**src/rtl/lkv_pkg.sv**
```systemverilog
// Package with the shared word types and control codes of the LRU key-value cache.
`timescale 1ns / 1ps
package lkv_pkg;

	localparam int unsigned KEY_W   = 16;
	localparam int unsigned VALUE_W = 16;
	localparam int unsigned CAP_W   = 5;

	localparam logic [CAP_W-1:0] CAP_RESET = 5'd16;

	localparam logic KIND_GET = 1'b0;
	localparam logic KIND_SET = 1'b1;

	typedef struct packed {
		logic               kind;
		logic [KEY_W-1:0]   key;
		logic [VALUE_W-1:0] value;
	} req_t;

	typedef struct packed {
		logic               hit;
		logic [VALUE_W-1:0] read_value;
	} rsp_t;

	// Broadcast update control for the row of cells.
	typedef struct packed {
		logic apply;
		logic load_key;
		logic load_value;
		logic make_valid;
	} cell_ctl_t;

endpackage

```
**src/rtl/lru_key_value_cache.sv**
```systemverilog
// Top level of the fully associative LRU key-value cache built as a row of entry cells.
`timescale 1ns / 1ps
// A word accepted at a clock edge gives its result strobe after the lookup and update.
// Busy stays high for the lookup and the update cycles, so no new word is accepted until
// they end; a new word may be accepted in the same cycle as the previous result strobe.
// The pace is set by the cell row: ST_LOOK compares and reduces, ST_UPDATE updates.
// Reset is asynchronous and active low; it empties the cache and sets capacity to 16.
// The receiver cannot stall: each result is on rsp for exactly one cycle with done high.
module lru_key_value_cache
	import lkv_pkg::*;
#(
	parameter int unsigned DEPTH      = 16,
	parameter int unsigned KEY_BITS   = 16,
	parameter int unsigned VALUE_BITS = 16
) (
	input  logic             clk,
	input  logic             arst_n,
	input  logic             start,
	output logic             busy,
	input  req_t             req,
	input  logic             cfg_we,
	input  logic [CAP_W-1:0] cfg_wdata,
	output logic             done,
	output rsp_t             rsp
);

	// Ranks run from 0 (most recent) to DEPTH-1; the fill count runs to DEPTH itself.
	localparam int unsigned RANK_BITS = (DEPTH > 1) ? $clog2(DEPTH) : 1;
	localparam int unsigned CNT_BITS  = $clog2(DEPTH + 1);

	typedef enum logic [1:0] {
		ST_IDLE,
		ST_LOOK,
		ST_UPDATE
	} state_t;

	state_t                state_q;
	logic                  kind_q;
	logic [KEY_BITS-1:0]   key_q;
	logic [VALUE_BITS-1:0] value_q;
	logic [CAP_W-1:0]      cap_q;
	logic [CNT_BITS-1:0]   used_q;

	// Lookup results, registered at the end of the compare cycle.
	logic                  hit_s2;
	logic [RANK_BITS-1:0]  hit_rank_s2;
	logic [VALUE_BITS-1:0] hit_val_s2;

	// Per-cell views of the row.
	logic                  cell_match [DEPTH];
	logic                  cell_valid [DEPTH];
	logic [RANK_BITS-1:0]  cell_rank  [DEPTH];
	logic [VALUE_BITS-1:0] cell_value [DEPTH];
	logic                  cell_sel   [DEPTH];

	logic                  any_match;
	logic [RANK_BITS-1:0]  match_rank;
	logic [VALUE_BITS-1:0] match_val;
	logic [CNT_BITS-1:0]   cap_eff;
	logic                  do_fill;
	logic [RANK_BITS-1:0]  thr;
	cell_ctl_t             ctl;

	// Capacity above the built depth acts as the depth.
	always_comb begin
		if (32'(cap_q) > DEPTH) begin
			cap_eff = CNT_BITS'(DEPTH);
		end else begin
			cap_eff = CNT_BITS'(cap_q);
		end
	end

	// At most one valid cell holds a given key, so the per-cell contributions are simply
	// ORed together to give the hit, the rank of the hit entry and its value.
	always_comb begin
		any_match  = 1'b0;
		match_rank = '0;
		match_val  = '0;
		for (int i = 0; i < DEPTH; i++) begin
			any_match  = any_match | cell_match[i];
			match_rank = match_rank | (cell_match[i] ? cell_rank[i] : '0);
			match_val  = match_val | (cell_match[i] ? cell_value[i] : '0);
		end
	end

	// Update decision. Entries are never removed, so valid cells always occupy indexes
	// 0 to used_q-1: the lowest free cell is the one at index used_q, and the least recent
	// cell is the valid one whose rank is used_q-1.
	assign do_fill = (used_q < cap_eff);

	always_comb begin
		ctl = '0;
		thr = '0;
		for (int i = 0; i < DEPTH; i++) begin
			cell_sel[i] = 1'b0;
		end
		if (state_q == ST_UPDATE) begin
			if (hit_s2) begin
				// A hit moves the entry to the front; a set also replaces the value.
				ctl.apply      = 1'b1;
				ctl.load_value = (kind_q == KIND_SET);
				thr            = hit_rank_s2;
				for (int i = 0; i < DEPTH; i++) begin
					cell_sel[i] = cell_match[i];
				end
			end else if ((kind_q == KIND_SET) && (cap_eff != '0)) begin
				ctl.apply      = 1'b1;
				ctl.load_key   = 1'b1;
				ctl.load_value = 1'b1;
				if (do_fill) begin
					// Every valid entry ages by one as the new one takes the front.
					ctl.make_valid = 1'b1;
					thr            = RANK_BITS'(used_q);
					for (int i = 0; i < DEPTH; i++) begin
						cell_sel[i] = (CNT_BITS'(i) == used_q);
					end
				end else begin
					thr = RANK_BITS'(used_q - 1'b1);
					for (int i = 0; i < DEPTH; i++) begin
						cell_sel[i] = cell_valid[i] && (cell_rank[i] == thr);
					end
				end
			end
		end
	end

	for (genvar g = 0; g < DEPTH; g++) begin : g_cell
		lkv_cell #(
			.KEY_BITS   (KEY_BITS),
			.VALUE_BITS (VALUE_BITS),
			.RANK_BITS  (RANK_BITS)
		) u_cell (
			.clk      (clk),
			.arst_n   (arst_n),
			.key_in   (key_q),
			.value_in (value_q),
			.ctl      (ctl),
			.sel      (cell_sel[g]),
			.thr      (thr),
			.match    (cell_match[g]),
			.valid    (cell_valid[g]),
			.rank     (cell_rank[g]),
			.value    (cell_value[g])
		);
	end

	// Sequencer, the captured word, capacity, fill count and the registered result.
	always_ff @(posedge clk or negedge arst_n) begin
		if (!arst_n) begin
			state_q     <= ST_IDLE;
			kind_q      <= KIND_GET;
			key_q       <= '0;
			value_q     <= '0;
			cap_q       <= CAP_RESET;
			used_q      <= '0;
			hit_s2      <= 1'b0;
			hit_rank_s2 <= '0;
			hit_val_s2  <= '0;
			done        <= 1'b0;
			rsp         <= '0;
		end else begin
			// The result strobe follows the update cycle and lasts one cycle.
			done <= (state_q == ST_UPDATE);
			if (cfg_we) begin
				cap_q <= cfg_wdata;
			end
			case (state_q)
				ST_IDLE: begin
					if (start) begin
						kind_q  <= req.kind;
						key_q   <= KEY_BITS'(req.key);
						value_q <= VALUE_BITS'(req.value);
						state_q <= ST_LOOK;
					end
				end
				ST_LOOK: begin
					hit_s2      <= any_match;
					hit_rank_s2 <= match_rank;
					hit_val_s2  <= match_val;
					state_q     <= ST_UPDATE;
				end
				ST_UPDATE: begin
					if (!hit_s2 && (kind_q == KIND_SET) && (cap_eff != '0) && do_fill) begin
						used_q <= used_q + 1'b1;
					end
					rsp.hit        <= hit_s2;
					rsp.read_value <= (hit_s2 && (kind_q == KIND_GET)) ?
						VALUE_W'(hit_val_s2) : '0;
					state_q        <= ST_IDLE;
				end
				default: begin
					state_q <= ST_IDLE;
				end
			endcase
		end
	end

	assign busy = (state_q != ST_IDLE);

endmodule

```
**src/rtl/lkv_cell.sv**
```systemverilog
// One cache entry: key, value, valid flag and recency rank, with its own compare.
`timescale 1ns / 1ps
module lkv_cell
	import lkv_pkg::*;
#(
	parameter int unsigned KEY_BITS   = 16,
	parameter int unsigned VALUE_BITS = 16,
	parameter int unsigned RANK_BITS  = 4
) (
	input  logic                  clk,
	input  logic                  arst_n,
	input  logic [KEY_BITS-1:0]   key_in,
	input  logic [VALUE_BITS-1:0] value_in,
	input  cell_ctl_t             ctl,
	input  logic                  sel,
	input  logic [RANK_BITS-1:0]  thr,
	output logic                  match,
	output logic                  valid,
	output logic [RANK_BITS-1:0]  rank,
	output logic [VALUE_BITS-1:0] value
);

	logic                  valid_q;
	logic [RANK_BITS-1:0]  rank_q;
	logic [KEY_BITS-1:0]   key_q;
	logic [VALUE_BITS-1:0] value_q;

	// A selected cell becomes the most recent; every valid cell that was more
	// recent than the threshold ages by one rank.
	always_ff @(posedge clk or negedge arst_n) begin
		if (!arst_n) begin
			valid_q <= 1'b0;
			rank_q  <= '0;
		end else if (ctl.apply) begin
			if (sel) begin
				rank_q <= '0;
				if (ctl.make_valid) begin
					valid_q <= 1'b1;
				end
			end else if (valid_q && (rank_q < thr)) begin
				rank_q <= rank_q + 1'b1;
			end
		end
	end

	always_ff @(posedge clk) begin
		if (ctl.apply && sel) begin
			if (ctl.load_key) begin
				key_q <= key_in;
			end
			if (ctl.load_value) begin
				value_q <= value_in;
			end
		end
	end

	assign match = valid_q && (key_q == key_in);
	assign valid = valid_q;
	assign rank  = rank_q;
	assign value = value_q;

endmodule

```
**config.mk**
```make
export PLATFORM = sky130hd
export DESIGN_NAME = lru_key_value_cache
export DESIGN_NICKNAME = d
export VERILOG_FILES = /design/src/rtl/lkv_pkg.sv /design/src/rtl/lru_key_value_cache.sv /design/src/rtl/lkv_cell.sv
export SDC_FILE = /design/constraint.sdc
export NUM_CORES = 1
export LEC_CHECK = 0
export BUFFER_PORTS_ARGS = -buffer_cell sky130_fd_sc_hd__buf_2
export CORE_UTILIZATION = 40
export DETAILED_ROUTE_END_ITERATION = 7
export HOLD_SLACK_MARGIN = 0.05
export SETUP_SLACK_MARGIN = 0.3
export SLEW_MARGIN = 25
export SYNTH_ARGS = -nofsm -noshare
export SYNTH_HDL_FRONTEND = slang
export SYNTH_SLANG_ARGS = --single-unit
export TNS_END_PERCENT = 50
```
**constraint.sdc**
```tcl
create_clock -name clk -period 4.87 [get_ports clk]
set_input_delay 1.461 -clock clk [delete_from_list [all_inputs] [get_ports clk]]
set_output_delay 1.461 -clock clk [all_outputs]
set_load 0.02 [all_outputs]
```
# == Word-level counts from Yosys, hierarchy flattened ==
# Index checks and enable logic that the tools add are counted.
# totals
romBits,0
output_inout_bits,19
input_bits,42
mem_count,0
word_cells,447
reg_bits,676
latchBits,0
mem_bits_rw,0
# classes
multipliers,0
n_reduce_logical,156
n_lt_le_gt_ge,18
n_addsub,18
bitwise,46
div,0
eq_ne,50
n_mux,83
shift,0
# op_table
operator,n
16-bit two-way mux,21
16-bit equality test,16
16-bit OR,15
4-bit two-way mux,54
2-bit AND reduction,50
1-bit logical AND,69
4-bit by 1-bit adder with 4-bit output (second input constant),16
4-bit equality test,16
4-bit less-than comparator,16
4-bit OR,15
3-bit AND reduction,16
4-bit by 5-bit equality test with 1-bit output (first input constant),8
2-bit nonzero test,17
3-bit by 5-bit equality test with 1-bit output (first input constant),4
1-bit OR,15
2-bit by 5-bit equality test with 1-bit output (first input constant),2
5-bit by 1-bit adder with 5-bit output (second input constant),1
1-bit by 5-bit equality test with 1-bit output (first input constant),1
5-bit > comparator (second input constant),1
5-bit zero test,1
5-bit less-than comparator,1
1-bit two-way mux,5
5-bit two-way mux,1
5-bit nonzero test,1
9 further kinds,9

# == Longest topological paths before layout ==
# logic_depth
word_depth,18
mapped_depth,17
ltp_nobuf,15

# == By module ==
# From an unflattened synthesis, not the netlist that was laid out.
# hier_totals
hier_cells,2227
hier_area_um2,31666.6
# modules_own_cells
mod,area_per_inst_um2,seq_area_each_um2,n_inst,cells_per_inst
lkv_cell,1551.5,1086.0,16,99
lru_key_value_cache,6842.8,2103.3,1,643

# == Least setup slack after synthesis ==
# OpenSTA, ideal clock, no wires.
# synth_path
kind,register to register
from,register used_q[0]
to,register g_cell[6].u_cell.value_q[0] (enable)
slack_ps,-413
t_arrival_ps,4892
synth_period_minus_slack_ps,5283
required_ps,4480
setup_time_ps,390
path_stages_with_launch,12
cell_sequence,dfrtp_1 buf_6 clkinv_1 clkbuf_1 ha_1 clkbuf_1 buf_2 xor2_1 nand4_1 o32ai_1 o21bai_1 nor2b_1
# synth_via
elab_chain_len,9
word_cells_on_any_way,11
# synth_lines
item,line_no,source
start: declaration,lru_key_value_cache.sv:42,logic [CNT_BITS-1:0] used_q;
start signal: assignment,lru_key_value_cache.sv:184,used_q <= used_q + 1'b1;
4-bit by 1-bit subtractor with 4-bit output,lru_key_value_cache.sv:118,thr = RANK_BITS'(used_q - 1'b1);
4-bit equality test,lru_key_value_cache.sv:120,cell_sel[i] = cell_valid[i] && (cell_rank[i] == thr);
1-bit logical AND,lru_key_value_cache.sv:120,
16-bit two-way mux *,lru_key_value_cache.sv:110,if (do_fill) begin
16-bit two-way mux *,lru_key_value_cache.sv:106,end else if ((kind_q == KIND_SET) && (cap_eff != '0)) begin
16-bit two-way mux *,lru_key_value_cache.sv:98,if (hit_s2) begin
16-bit two-way mux *,lru_key_value_cache.sv:97,if (state_q == ST_UPDATE) begin
1-bit logical AND *,lkv_cell.sv:47,if (ctl.apply && sel) begin
2-bit AND reduction (no source line) *,--,
end signal: assignment,lkv_cell.sv:52,value_q <= value_in;
end: declaration,lkv_cell.sv:26,logic [VALUE_BITS-1:0] value_q;
# Every way passes the cells marked *; elsewhere a longest branch is shown, timed or not.
# A chain may end at the register's enable or synchronous reset.

# == Worst setup path after layout ==
# layout_path
from,register cap_q[4]
to,register g_cell[6].u_cell.rank_q[3]
# layout_via
elab_chain_len,11
word_cells_on_any_way,21
# layout_lines
item,line_no,source
start: declaration,lru_key_value_cache.sv:41,logic [CAP_W-1:0] cap_q;
start signal: assignment,lru_key_value_cache.sv:165,cap_q <= cfg_wdata;
5-bit > comparator,lru_key_value_cache.sv:66,if (32'(cap_q) > DEPTH) begin
5-bit two-way mux *,lru_key_value_cache.sv:66,
5-bit less-than comparator / 5-bit nonzero test (equally long branches),"lru_key_value_cache.sv:89, lru_key_value_cache.sv:106",
4-bit two-way mux / 1-bit logical AND (equally long branches),"lru_key_value_cache.sv:110, lru_key_value_cache.sv:106",
4-bit two-way mux,lru_key_value_cache.sv:106,
4-bit two-way mux,lru_key_value_cache.sv:98,
4-bit two-way mux,lru_key_value_cache.sv:97,
4-bit less-than comparator,lkv_cell.sv:40,end else if (valid_q && (rank_q < thr)) begin
1-bit logical AND,lkv_cell.sv:40,
2-bit nonzero test (no source line),--,
2-bit AND reduction (no source line),--,
end signal: assignment,lkv_cell.sv:41,rank_q <= rank_q + 1'b1;
end: declaration,lkv_cell.sv:24,logic [RANK_BITS-1:0] rank_q;
# Marks and branches as above.

==> impl_metrics.tcl <==
set metrics [dict create \
    synthAdderAreaFrac_pct 2.947 \
    totalWireLength_um 96700 \
    portBuffers 60 \
    setup_viol_count_final 0 \
    switching_share_pct 30.35 \
    power_density_nw_per_um2 445.0 \
    synth_xor_area_share_pct 10.07 \
    ff2ff_path_depth 17 \
    firstDrtPassIters 8 \
    startpoint "cap_q[4]$_DFFE_PN1P_" \
    fillers 6955 \
    required_ns 5.34 \
    seq_area_frac_synth_pct 61.99 \
    clkLatencyLatePin_ns 0.64 \
    start_util_pct 40.50 \
    post_synth_num_cell_types 91 \
    area_delta_synth_final_pct 14.78 \
    netlist.area_leader.share_pct 48.93 \
    grtUsageTotal_pct 24.53 \
    synth_largest_area_cell "edfxtp_1" \
    viasPerCell 5.852 \
    cts_tree "built" \
    drive_gt1_share_pct 17.34 \
    finalSetupTns_ns 0 \
    drc_errors 0 \
    hold_violations 0 \
    drt_iter0_markers 2536 \
    finalWeightedCongestion 1.022 \
    worstMarginPinSlew_ns 1.084 \
    final_cell_area_sq_um 36070 \
    crit_fanout 23 \
    power_frac_comb_pct 20.1 \
    busiest_layer "met2" \
    timing.rr.end "g_cell[6].u_cell.rank[3]$_DFFE_PN0P_" \
    synth_nets 2543 \
    placementRows 102 \
    ios 61 \
    hp-class "reg -> reg" \
    htreeDepth 3 \
    ctsHoldBuffers 0 \
    drv_slew 0 \
    post-dp-hpwl_um 61630 \
    grt_pass1_wl_um 143000 \
    fin_crit_ns 4.292 \
    p_int_mw 11.18 \
    fmax_ghz 0.2330 \
    endpoint_kind "flip-flop" \
    antenna_found_initial 2 \
    switching_power_mw 4.871 \
    die_area_sq_um 79680 \
    pwr-share-clk_pct 35.0 \
    post_cts_buffers 0 \
    grt_overflow_total 0 \
    drtAntennaViolNets 0 \
    startpoint_type "flip-flop" \
    finalPower_mw 16.05 \
    wl_per_cell_um 26.51 \
    ys_async_sr_fraction_pct 24.26 \
    slew-limit-headroom_pct 27.09 \
    fin_skew_ns 0.02943 \
    root_buffer "clkbuf_16" \
    peakVddDrop_v 0.0003174 \
    synth_common_cells "edfxtp_1, nand3_1, xnor2_1" \
    pwr-share-seq_pct 44.9 \
    place_area_sq_um 33610 \
    vias 21350 \
    synth_top_family_by_area "simple AND/OR/NAND/NOR gates" \
    use_met1_pct 34.00 \
    critPathKind "reg -> reg" \
    rsz0062_at_grt "no" \
    r2r_slack_ns 0.58 \
    core_area_sq_um 77590 \
    numCtsBuffers 74 \
    grt_use_met3_pct 4.708 \
    maxCapViolCount 0 \
    leakagePower_nw 12.55 \
    worst_ep_arrival_time_ns 4.77 \
    grt_pass1_vias 21360 \
    yosys.area_share.simple_pct 13.88 \
    use_met2_pct 38.51 \
    path_clk_slew_ns 0.06 \
    synthMuxAreaShare_pct 1.756 \
    synthesis.area_sq_um 31420 \
    cp-endpoint "g_cell[6].u_cell.rank[3]$_DFFE_PN0P_" \
    r2r_start "cap_q[4]$_DFFE_PN1P_" \
    nNetsFinal 2660 \
    chipWidth_um 282.3 \
    synth.most_common_cell "edfxtp_1" \
    clock_sinks 676 \
    synth.avg_cell_area_sq_um 12.95 \
    synth-edff-count 512 \
    clockBufferDepth 3 \
    synth_compound_area_share_pct 6.522 \
    synthFlopType "edfxtp_1" \
    finalCritPeriodShare_pct 88.12 \
    yosysWarnings 0 \
    ys_ff_latch 676 \
    grt_max_degree 80 \
    status "finished clean" \
    yosys-top-cells-area "edfxtp_1, dfrtp_1, xnor2_1, nand3_1, ha_1" \
    synthesis.instances 2427 \
    cts_resized 0 \
    fp.dieH_um 282.3 \
]
stage by stage:
| stage | utilization, % | worst slack [ns] | std cells | hold slack, ns |
|---|---|---|---|---|
| 2_1_floorplan | - | -0.08681 | 2427 | 0.4497 |
| 3_3_place_gp | 43.31 | 0.7893 | 3508 | 0.4642 |
| 3_5_place_dp | 43.32 | 0.6464 | 3508 | 0.4713 |
| 4_1_cts | 46.45 | 0.6077 | 3646 | 0.4744 |
| 5_1_grt | 46.48 | 0.3864 | 3646 | 0.4986 |
| 6_report | 46.48 | 0.5784 | 3648 | 0.4768 |
power by group through the flow:
stage	Sequential (mW)	Combinational, mW	Clock [mW]
global route	7.24	3.43	5.92
CTS	7.21	3.20	5.71
floorplan	7.04	2.15	0
detailed placement	7.33	3.18	0
global placement	7.31	3.14	0
finish	7.20	3.23	5.62
layout by cell type (no fill, tap or decap), types with 11 or more instances in the layout:
cell type  netlist  layout
nand4_1        126     126
nand2b_1        19      19
nor2_1          72      60
nor4_2          10      21
edfxtp_1       512     512
a21oi_1         21      18
a211o_1         13      13
nor4_1          54      39
nor2_2           1      12
inv_1           60      60
xor2_1          28      28
nand2_1         67      67
o21ai_0         49      49
clkbuf_1       105      27
and3_1          11      11
xnor2_1        314     314
and2_1          27      28
clkbuf_16        0      76
dfrtp_1        163     152
mux2_2          41      41
o2111ai_1       35      35
ha_1            74      74
nand3_1        340     340
o21bai_1        11      11
or2_2           14      14
nor3_1          21      20
buf_2           33      59
dfrtp_2          0      11
buf_4            5     130
a22o_1          26      26
worst min-delay path by stage:
stage | startpoint | to | slack, ns | cells past startpoint
global route | hit_val_s2[5]$_DFFE_PN0N_ | rsp[5]$_DFFE_PN0P_ | 0.50 | 1
global placement | hit_val_s2[7]$_DFFE_PN0N_ | hit_val_s2[7]$_DFFE_PN0N_ | 0.46 | 2
floorplan | hit_rank_s2[0]$_DFFE_PN0N_ | hit_rank_s2[0]$_DFFE_PN0N_ | 0.45 | 2
CTS | hit_val_s2[0]$_DFFE_PN0N_ | rsp[0]$_DFFE_PN0P_ | 0.47 | 1
detailed placement | hit_val_s2[0]$_DFFE_PN0N_ | hit_val_s2[0]$_DFFE_PN0N_ | 0.47 | 2
finish | rsp[16]$_DFFE_PN0P_ | rsp[16]$_DFFE_PN0P_ | 0.48 | 2
sequential cells by signal, indices dropped and copies added (netlist names), 2 cells and up:
register / cells
used_q: 5
cap_q: 5
value_q: 16
g_cell.u_cell.value: 256
g_cell.u_cell.key_q: 256
rsp: 17
g_cell.u_cell.valid: 16
state_q: 2
g_cell.u_cell.rank: 64
hit_val_s2: 16
hit_rank_s2: 4
key_q: 16
routing by layer:
layer	part of all wire, %	up-vias	routed length (um)
met3	9.1	216	8824
li1	-	9339	-
met1	42	10740	40590
met4	3.4	0	3291
met2	45	1055	43990
met5	0	-	0
cell type report:
| class | count | area [sq um] | area share (%) |
|---|---|---|---|
| well taps | 1040 | 1301 | 3.608 |
| inverters | 61 | 229.0 | 0.6348 |
| flip-flops and latches | 676 | 19490 | 54.05 |
| clock buffers | 108 | 2072 | 5.745 |
| diodes | 2 | 5.005 | 0.01388 |
| repair buffers | 192 | 1325 | 3.674 |
| clock inverters | 30 | 357.8 | 0.9922 |
| multi-input cells | 1539 | 11280 | 31.28 |
critical path: stages, from the launching register on:
cell	delay [ns]
dfstp_2	0.38
inv_1	0.12
nand2_1	0.08
ha_1	0.20
or4b_4	0.56
a221o_1	0.36
buf_4	0.27
nand2_1	0.12
xnor2_1	0.11
a22oi_1	0.11
buf_4	0.29
ha_1	0.20
nand2b_1	0.15
a2111oi_0	0.58
o31ai_2	0.18
a21oi_1	0.19
xnor2_1	0.14
nor2_1	0.06
cell families after synthesis:
kind of cell | after synthesis
flip-flops | 676
buffers and inverters | 212
XOR/XNOR | 350
AND/OR/NAND/NOR | 802
adder cells (fa/ha/maj) | 74
multiplexers | 50
AO/OA/AOI/OAI | 263
(Power assumes the default switching activity.)
